**src/dfc_pkg.sv**
```systemverilog
// Shared constants and types for the decimal formatter with group commas.
package dfc_pkg;
   localparam int VALUE_W         = 64;
   localparam int DIGITS          = 20;
   localparam int BCD_W           = 4 * DIGITS;
   localparam int STEPS_PER_STAGE = 8;
   localparam int NUM_STAGES      = VALUE_W / STEPS_PER_STAGE;
   localparam int IDX_W           = $clog2(DIGITS);
   localparam int CHAR_W          = 7;
   localparam int BUF_W           = 10;
   localparam logic [BUF_W-1:0]  BUF_RESET   = 10'd1000;
   localparam logic [CHAR_W-1:0] CHAR_ZERO   = 7'h30;
   localparam logic [CHAR_W-1:0] CHAR_COMMA  = 7'h2c;
   localparam logic [CHAR_W-1:0] CHAR_MINUS  = 7'h2d;
   localparam logic [CHAR_W-1:0] CHAR_NONE   = 7'h00;
   localparam logic              STATUS_OK   = 1'b0;
   localparam logic              STATUS_SMALL = 1'b1;

   typedef logic [3:0] digit_type;
endpackage

```
**src/dfc_if.sv**
```systemverilog
// Channel interfaces: request word, response word and register write.
interface dfc_req_if import dfc_pkg::*; ();
   logic                      valid;
   logic                      ready;
   logic signed [VALUE_W-1:0] value;
   modport source (output valid, output value, input ready);
   modport sink   (input valid, input value, output ready);
endinterface

interface dfc_rsp_if import dfc_pkg::*; ();
   logic              valid;
   logic              ready;
   logic [CHAR_W-1:0] char_code;
   logic              last;
   logic              status;
   modport source (output valid, output char_code, output last, output status, input ready);
   modport sink   (input valid, input char_code, input last, input status, output ready);
endinterface

interface dfc_csr_if import dfc_pkg::*; ();
   logic             valid;
   logic             ready;
   logic [BUF_W-1:0] buffer_size;
   modport source (output valid, output buffer_size, input ready);
   modport sink   (input valid, input buffer_size, output ready);
endinterface

```
**src/dfc_bcd_stage.sv**
```systemverilog
// One pipeline stage of shift-and-add-3 binary to BCD conversion.
module dfc_bcd_stage import dfc_pkg::*; (
   input  logic               clock,
   input  logic               reset,
   input  logic               en,
   input  logic               valid_i,
   input  logic [VALUE_W-1:0] bin_i,
   input  logic [BCD_W-1:0]   bcd_i,
   input  logic               neg_i,
   output logic               valid_o,
   output logic [VALUE_W-1:0] bin_o,
   output logic [BCD_W-1:0]   bcd_o,
   output logic               neg_o
);
   logic               valid_ff;
   logic [VALUE_W-1:0] bin_ff, bin_in;
   logic [BCD_W-1:0]   bcd_ff, bcd_in;
   logic               neg_ff;

   // a fixed slice of the conversion steps
   always_comb begin
      logic [BCD_W+VALUE_W-1:0] t;
      bin_in = bin_i;
      bcd_in = bcd_i;
      for (int s = 0; s < STEPS_PER_STAGE; s++) begin
         for (int k = 0; k < DIGITS; k++) begin
            if (bcd_in[4*k +: 4] >= 4'd5) bcd_in[4*k +: 4] = bcd_in[4*k +: 4] + 4'd3;
         end
         t = {bcd_in, bin_in} << 1;
         bcd_in = t[BCD_W+VALUE_W-1:VALUE_W];
         bin_in = t[VALUE_W-1:0];
      end
   end

   always_ff @(posedge clock) begin
      if (reset) begin
         valid_ff <= 1'b0;
      end else if (en) begin
         valid_ff <= valid_i;
      end
      if (en) begin
         bin_ff <= bin_in;
         bcd_ff <= bcd_in;
         neg_ff <= neg_i;
      end
   end

   assign valid_o = valid_ff;
   assign bin_o   = bin_ff;
   assign bcd_o   = bcd_ff;
   assign neg_o   = neg_ff;
endmodule

```
**src/dfc_emit.sv**
```systemverilog
// Serializer: length check, then either a single status word or sign, digits and commas, one word per character.
module dfc_emit import dfc_pkg::*; (
   input  logic             clock,
   input  logic             reset,
   input  logic             valid_i,
   input  logic [BCD_W-1:0] bcd_i,
   input  logic             neg_i,
   input  logic [BUF_W-1:0] buffer_size,
   output logic             ready_o,
   dfc_rsp_if.source        rsp
);
   typedef enum logic [2:0] {IDLE, CHECK, SIGN, DIGIT, COMMA, SMALL} state_type;

   state_type         state_ff;
   digit_type         dig_ff [DIGITS];
   logic              neg_ff;
   logic [IDX_W-1:0]  cnt_ff, cnt_in;   // digit count minus one
   logic [IDX_W-1:0]  idx_ff;
   logic [1:0]        grp_ff;
   logic              rvalid_ff;
   logic [CHAR_W-1:0] char_ff;
   logic              last_ff, status_ff;
   logic              out_free;
   logic              word_go;
   logic [IDX_W-1:0]  div3;
   logic [1:0]        mod3;
   logic [9:0]        prod;
   logic [5:0]        needed;

   // index of the top nonzero digit (zero formats as one digit)
   always_comb begin
      cnt_in = '0;
      for (int k = 0; k < DIGITS; k++) begin
         if (bcd_i[4*k +: 4] != 4'd0) cnt_in = IDX_W'(k);
      end
   end

   // (count-1)/3 by reciprocal, valid for count up to twenty
   assign prod   = 10'(cnt_ff) * 10'd11;
   assign div3   = IDX_W'(prod[9:5]);
   assign mod3   = 2'(cnt_ff - IDX_W'(div3 * 3));
   assign needed = 6'(cnt_ff) + 6'd1 + 6'(div3) + 6'(neg_ff);

   assign out_free = !rvalid_ff || rsp.ready;
   assign ready_o  = (state_ff == IDLE);

   // a new word is loaded into the output register this cycle
   assign word_go = out_free && (state_ff == SMALL || state_ff == SIGN ||
                                 state_ff == DIGIT || state_ff == COMMA);

   always_ff @(posedge clock) begin
      if (reset) begin
         state_ff  <= IDLE;
         rvalid_ff <= 1'b0;
      end else begin
         rvalid_ff <= word_go || (rvalid_ff && !rsp.ready);
         case (state_ff)
            IDLE: begin
               if (valid_i) begin
                  for (int k = 0; k < DIGITS; k++) dig_ff[k] <= bcd_i[4*k +: 4];
                  neg_ff   <= neg_i;
                  cnt_ff   <= cnt_in;
                  state_ff <= CHECK;
               end
            end
            CHECK: begin
               idx_ff <= cnt_ff;
               grp_ff <= mod3;
               if (buffer_size <= 10'(needed)) state_ff <= SMALL;
               else if (neg_ff)                 state_ff <= SIGN;
               else                             state_ff <= DIGIT;
            end
            SMALL: begin
               if (out_free) begin
                  char_ff   <= CHAR_NONE;
                  last_ff   <= 1'b1;
                  status_ff <= STATUS_SMALL;
                  state_ff  <= IDLE;
               end
            end
            SIGN: begin
               if (out_free) begin
                  char_ff   <= CHAR_MINUS;
                  last_ff   <= 1'b0;
                  status_ff <= STATUS_OK;
                  state_ff  <= DIGIT;
               end
            end
            DIGIT: begin
               if (out_free) begin
                  char_ff   <= CHAR_ZERO + CHAR_W'(dig_ff[idx_ff]);
                  last_ff   <= (idx_ff == '0);
                  status_ff <= STATUS_OK;
                  if (idx_ff == '0) begin
                     state_ff <= IDLE;
                  end else if (grp_ff == 2'd0) begin
                     state_ff <= COMMA;
                  end else begin
                     idx_ff <= idx_ff - 1'b1;
                     grp_ff <= grp_ff - 1'b1;
                  end
               end
            end
            COMMA: begin
               if (out_free) begin
                  char_ff   <= CHAR_COMMA;
                  last_ff   <= 1'b0;
                  status_ff <= STATUS_OK;
                  idx_ff    <= idx_ff - 1'b1;
                  grp_ff    <= 2'd2;
                  state_ff  <= DIGIT;
               end
            end
            default: state_ff <= IDLE;
         endcase
      end
   end

   assign rsp.valid     = rvalid_ff;
   assign rsp.char_code = char_ff;
   assign rsp.last      = last_ff;
   assign rsp.status    = status_ff;
endmodule

```
**src/decimal_format_with_group_commas.sv**
```systemverilog
// Top level of the decimal formatter with thousands separators.
// Each request word carries a signed 64-bit value; the block returns its decimal text one ASCII
// character per response word: an optional '-', then digits from most significant, with ','
// between groups of three, last set on the final character. If buffer_size is at most the text
// length, a single word with status 1, char_code 0 and last 1 comes instead. The value passes a
// negate register and eight conversion stages of eight shift-add-3 steps each (a new word may
// enter every cycle while the last stage is empty or the serializer is idle); the serializer
// then captures the item, checks its length and emits one word per character, holding while
// the response side has not taken the previous word.
// buffer_size resets to 1000 and should be written only while the block is idle.
module decimal_format_with_group_commas import dfc_pkg::*; (
   input  logic      clock,
   input  logic      reset,
   dfc_req_if.sink   req,
   dfc_rsp_if.source rsp,
   dfc_csr_if.sink   csr
);
   logic [BUF_W-1:0]   buf_ff;
   logic               en;
   logic               emit_ready;
   logic               v   [NUM_STAGES+1];
   logic [VALUE_W-1:0] bin [NUM_STAGES+1];
   logic [BCD_W-1:0]   bcd [NUM_STAGES+1];
   logic               neg [NUM_STAGES+1];
   logic               v0_ff, neg0_ff;
   logic [VALUE_W-1:0] mag0_ff;

   // configuration register
   assign csr.ready = 1'b1;
   always_ff @(posedge clock) begin
      if (reset) begin
         buf_ff <= BUF_RESET;
      end else if (csr.valid) begin
         buf_ff <= csr.buffer_size;
      end
   end

   // whole pipeline moves when its tail is empty or drained
   assign en        = !v[NUM_STAGES] || emit_ready;
   assign req.ready = en;

   // front stage: sign and magnitude
   always_ff @(posedge clock) begin
      if (reset) begin
         v0_ff <= 1'b0;
      end else if (en) begin
         v0_ff <= req.valid;
      end
      if (en) begin
         neg0_ff <= req.value[VALUE_W-1];
         mag0_ff <= req.value[VALUE_W-1] ? (~req.value + 1'b1) : req.value;
      end
   end

   assign v[0]   = v0_ff;
   assign bin[0] = mag0_ff;
   assign bcd[0] = '0;
   assign neg[0] = neg0_ff;

   for (genvar g = 0; g < NUM_STAGES; g++) begin : g_stage
      dfc_bcd_stage u_stage (
         .clock   (clock),
         .reset   (reset),
         .en      (en),
         .valid_i (v[g]),
         .bin_i   (bin[g]),
         .bcd_i   (bcd[g]),
         .neg_i   (neg[g]),
         .valid_o (v[g+1]),
         .bin_o   (bin[g+1]),
         .bcd_o   (bcd[g+1]),
         .neg_o   (neg[g+1])
      );
   end

   dfc_emit u_emit (
      .clock       (clock),
      .reset       (reset),
      .valid_i     (v[NUM_STAGES]),
      .bcd_i       (bcd[NUM_STAGES]),
      .neg_i       (neg[NUM_STAGES]),
      .buffer_size (buf_ff),
      .ready_o     (emit_ready),
      .rsp         (rsp)
   );
endmodule

```
**src/flat_wrapper.sv**
```systemverilog
// flat-port wrapper written by rule: the top's interface ports become plain ports
module decimal_format_with_group_commas_flat import dfc_pkg::*;
  (clock, reset, req_valid, req_value, req_ready, rsp_valid, rsp_char_code, rsp_last, rsp_status, rsp_ready, csr_valid, csr_buffer_size, csr_ready);
  dfc_req_if req_i ();
  dfc_rsp_if rsp_i ();
  dfc_csr_if csr_i ();
  input  logic clock;
  input  logic reset;
  input wire logic [$bits(req_i.valid)-1:0] req_valid;
  input wire logic [$bits(req_i.value)-1:0] req_value;
  output wire logic [$bits(req_i.ready)-1:0] req_ready;
  output wire logic [$bits(rsp_i.valid)-1:0] rsp_valid;
  output wire logic [$bits(rsp_i.char_code)-1:0] rsp_char_code;
  output wire logic [$bits(rsp_i.last)-1:0] rsp_last;
  output wire logic [$bits(rsp_i.status)-1:0] rsp_status;
  input wire logic [$bits(rsp_i.ready)-1:0] rsp_ready;
  input wire logic [$bits(csr_i.valid)-1:0] csr_valid;
  input wire logic [$bits(csr_i.buffer_size)-1:0] csr_buffer_size;
  output wire logic [$bits(csr_i.ready)-1:0] csr_ready;
  assign req_i.valid = req_valid;
  assign req_i.value = req_value;
  assign req_ready = req_i.ready;
  assign rsp_valid = rsp_i.valid;
  assign rsp_char_code = rsp_i.char_code;
  assign rsp_last = rsp_i.last;
  assign rsp_status = rsp_i.status;
  assign rsp_i.ready = rsp_ready;
  assign csr_i.valid = csr_valid;
  assign csr_i.buffer_size = csr_buffer_size;
  assign csr_ready = csr_i.ready;
  decimal_format_with_group_commas u_core (.clock(clock), .reset(reset), .req(req_i), .rsp(rsp_i), .csr(csr_i));
endmodule
```
**config.mk**
```make
export PLATFORM = sky130hd
export DESIGN_NAME = decimal_format_with_group_commas_flat
export DESIGN_NICKNAME = d
export VERILOG_FILES = /design/src/dfc_pkg.sv /design/src/dfc_if.sv /design/src/dfc_bcd_stage.sv /design/src/dfc_emit.sv /design/src/decimal_format_with_group_commas.sv /design/src/flat_wrapper.sv
export SDC_FILE = /design/constraint.sdc
export NUM_CORES = 2
export LEC_CHECK = 0
export CAP_MARGIN = 20
export CORE_MARGIN = 2
export CORE_UTILIZATION = 40
export CTS_BUF_LIST = sky130_fd_sc_hd__clkbuf_16
export DETAILED_ROUTE_END_ITERATION = 8
export DONT_BUFFER_PORTS = 1
export PLACE_DENSITY = 0.63
export SLEW_MARGIN = 20
export SYNTH_ARGS = -nofsm -noshare
export SYNTH_HDL_FRONTEND = slang
export SYNTH_SLANG_ARGS = --single-unit
```
**constraint.sdc**
```tcl
create_clock -name clock -period 15.3 [get_ports clock]
set_clock_uncertainty 0.1 [all_clocks]
set_input_delay 0.765 -clock clock [delete_from_list [all_inputs] [get_ports clock]]
set_output_delay 0.765 -clock clock [all_outputs]
set_load 0.01 [all_outputs]
```
==> flow_metrics.tcl <==
set metrics [dict create \
    final_hold_viol_count 0 \
    grt.total_usage 0.1612 \
    grt_pass1_vias 84760 \
    io_buffers 0 \
    avgSynthCellArea_um2 8.126 \
    avgViaCountPerCell 5.740 \
    r2r_cells 34 \
    drt-initial-drc-count 5561 \
    clk_path_buf_depth 3 \
    start_kind "flip-flop" \
    rr_startpoint "u_core.g_stage[1].u_stage.bcd_o[0]$_DFFE_PP_" \
    crit_top_cell "ha_1" \
    hp-start "reset" \
    ys_ff_latch 800 \
    cp.required_ns 15.67 \
    syn_inst 13140 \
    fin_nets 13620 \
    worstPathArrival_ns 8.53 \
    setup-tns-final_ns 0 \
    max_stage_delay_ns 0.58 \
    antenna_found_initial 1 \
    post-route-period-util 0.5336 \
    area_delta_synth_final_pct 6.483 \
    seq_area_frac_synth 0.2224 \
    rrSetupSlack_ns 7.14 \
    gp_congestion 0.8430 \
    r2r_end "u_core.g_stage[2].u_stage.bcd_o[8]$_DFFE_PP_" \
    hold_end "u_core.u_emit.rsp.last$_SDFFCE_PN1P_" \
    cts-resized-gates 0 \
    fp-row-count 189 \
    ys.flop_type "edfxtp_1" \
    synth_nets 13820 \
    start_util 0.4023 \
    slowest_stage "or4_4" \
    ys_async_sr_fraction 0 \
    timing.fmax_mhz 122.5 \
    hold_depth 1 \
    grt_max_degree 162 \
    first_pass_iters 7 \
    grt-ovfl-total 0 \
    dieArea_mm2 0.2710 \
    yosys_warnings 0 \
    drv_cap 0 \
    pin_count 91 \
    die-height_um 520.6 \
    wire_per_inst_um 13.89 \
    hold_path.class "in2reg" \
    synth_edf_count 772 \
    clk_latency_ns 0.77 \
    crit_type "reg2reg" \
    fillers 26530 \
    htree_levels 3 \
    cts_tree "built" \
    dp_hpwl_mm 173.7 \
    coreArea_mm2 0.2653 \
    cts_inserted_buffers 101 \
    cts.sink_count 800 \
    drive_gt1_frac 0.1113 \
    finalWirelength_mm 229.9 \
    slew-limit-headroom 0.2952 \
    cp-end-kind "flip-flop" \
    status "complete, no violations" \
    crit_fanout 11 \
    worst_slew_pin_slew_ns 1.028 \
    vias 95040 \
    die_width_um 520.6 \
    post-place-ws_ns 7.241 \
    cts.clk_slew.worst_paths_ns 0.06 \
    drc 0 \
    slew_violations 0 \
    synth.distinct_cells 172 \
    cts_root_buf "clkbuf_16" \
    rsz0062_at_grt "no" \
    syn-cell-area_mm2 0.1067 \
    finish.utilization 0.4284 \
    period_minus_slack_ns 8.164 \
    final_antenna_net_count 0 \
    grt_pass1_wl_mm 391.0 \
    post_cts_buffers 0 \
    setup_slack_ns 7.136 \
    setup_violations 0 \
]
## metrics by stage
step	instances	hold slack, ns	area [um^2]
floorplan	13140	0.3003	106800
global placement	16350	0.3011	110000
detailed placement	16350	0.3045	110000
CTS	16550	0.01508	113600
global route	16560	0.04288	113700
finish	16560	0.08914	113700
## cells in the final DEF, fill, tap and decap left out, drive strengths merged, types with 79 or more instances in the layout
| cell type | count |
|---|---|
| a211o | 87 |
| a211oi | 279 |
| a21boi | 87 |
| a21o | 161 |
| a21oi | 1042 |
| a22oi | 94 |
| a31o | 79 |
| a31oi | 247 |
| and2 | 173 |
| and3 | 94 |
| clkbuf | 103 |
| edfxtp | 772 |
| ha | 597 |
| inv | 930 |
| mux2 | 232 |
| mux2i | 396 |
| nand2 | 968 |
| nand2b | 278 |
| nand3 | 381 |
| nor2 | 1077 |
| nor2b | 122 |
| nor3 | 392 |
| nor3b | 109 |
| nor4 | 100 |
| o211ai | 270 |
| o21a | 168 |
| o21ai | 1109 |
| o21bai | 90 |
| o22ai | 173 |
| o31ai | 113 |
| or2 | 148 |
| or3 | 110 |
| xnor2 | 504 |
| xor2 | 155 |
## sequential cells by signal, indices dropped and copies added, names as in the netlist, named ones only
signal	flops
u_core.u_emit.rsp.char_code	6
u_core.u_emit.dig_ff	80
u_core.u_emit.grp_ff	2
u_core.g_stage.u_stage.valid_o	8
u_core.u_emit.rsp.valid	1
u_core.g_stage.u_stage.bin_o	224
u_core.mag0_ff	64
u_core.u_emit.rsp.status	1
u_core.buf_ff	10
u_core.g_stage.u_stage.neg_o	8
u_core.u_emit.neg_ff	1
u_core.u_emit.state_ff	3
u_core.u_emit.cnt_ff	5
u_core.u_emit.idx_ff	5
u_core.g_stage.u_stage.bcd_o	374
u_core.v0_ff	1
u_core.u_emit.rsp.last	1
u_core.neg0_ff	1
## Yosys cell counts, types with 116 or more instances
cell	number	share of area
nor3_1	369	0.017
nor2b_1	121	0.0071
nor2_1	1065	0.037
a211oi_1	238	0.017
o21ai_0	793	0.037
xnor2_1	402	0.033
inv_1	773	0.027
mux2i_1	372	0.035
clkbuf_1	246	0.0087
o21ai_1	279	0.013
nand2b_1	273	0.016
nand3_1	378	0.018
a21oi_1	909	0.043
a31oi_1	221	0.013
inv_2	128	0.0045
mux2_2	221	0.023
edfxtp_1	772	0.22
o211ai_1	252	0.018
o22ai_1	165	0.0097
a21oi_2	116	0.0095
a21o_1	160	0.011
xor2_1	127	0.010
nand2_1	962	0.034
o21a_1	167	0.012
ha_1	597	0.070
and2_1	162	0.0095
## per-layer routing
metal  up-vias  track usage  share of wire
met1     43830       0.2110           0.48
met2      1149       0.2826           0.47
met4         0      0.04223          0.023
li1      49830            -              -
met3       236      0.01482          0.025
met5         -            0              0
## timing repair
action / CTS / global route
endpoints found under the setup margin: 0 / 0
hold buffers: 18 / 0
hold endpoints to repair: 25 / 0
## how the worst max path moves through the flow
stage | startpoint | to | slack [ns]
finish | u_core.g_stage[1].u_stage.bcd_o[0]$_DFFE_PP_ | u_core.g_stage[2].u_stage.bcd_o[8]$_DFFE_PP_ | 7.14
CTS | u_core.g_stage[1].u_stage.bcd_o[4]$_DFFE_PP_ | u_core.g_stage[2].u_stage.bcd_o[8]$_DFFE_PP_ | 7.23
global placement | u_core.g_stage[1].u_stage.bcd_o[4]$_DFFE_PP_ | u_core.g_stage[2].u_stage.bcd_o[8]$_DFFE_PP_ | 7.16
detailed placement | u_core.g_stage[1].u_stage.bcd_o[4]$_DFFE_PP_ | u_core.g_stage[2].u_stage.bcd_o[5]$_DFFE_PP_ | 7.24
global route | u_core.g_stage[1].u_stage.bcd_o[4]$_DFFE_PP_ | u_core.g_stage[2].u_stage.bcd_o[5]$_DFFE_PP_ | 6.44
floorplan | u_core.u_emit.state_ff[2]$_SDFFE_PP0P_ | u_core.g_stage[0].u_stage.bcd_o[0]$_DFFE_PP_ | 5.64
## cell type report
class                   count  area, um^2  share of cell area
clock buffers             101        2527             0.02223
multi-input cells       11050       77960              0.6859
flip-flops and latches    800       23740              0.2089
diodes                      1       2.502          0.00002201
inverters                 909        3420             0.03008
well taps                3533        4420             0.03889
repair buffers             76       635.6            0.005592
clock inverters            86       958.4            0.008432
## logic make-up (layout without fill, tap and decap cells)
logic type	Yosys count	in the layout	synth area share
AO/OA/AOI/OAI	4907	4907	0.3261
AND/OR/NAND/NOR	4175	4175	0.1952
buffers and inverters	1286	1172	0.04758
flip-flops	800	800	0.2224
XOR/XNOR	665	665	0.06557
multiplexers	652	652	0.06790
adder cells (fa/ha/maj)	650	650	0.07519
other	2	3	0.00007035
## critical path: cells and delay by family (launching register included)
kind / cells / cell delay, ns
buffers and inverters: 4 / 0.49
adder cells (fa/ha/maj): 5 / 1.25
AND/OR/NAND/NOR: 6 / 1.26
AO/OA/AOI/OAI: 18 / 4.04
flip-flops: 1 / 0.53
XOR/XNOR: 1 / 0.23
Power is left out: the tool's default activity adds up to more than one toggle a clock period on the data nets, which glitch-free logic cannot reach.
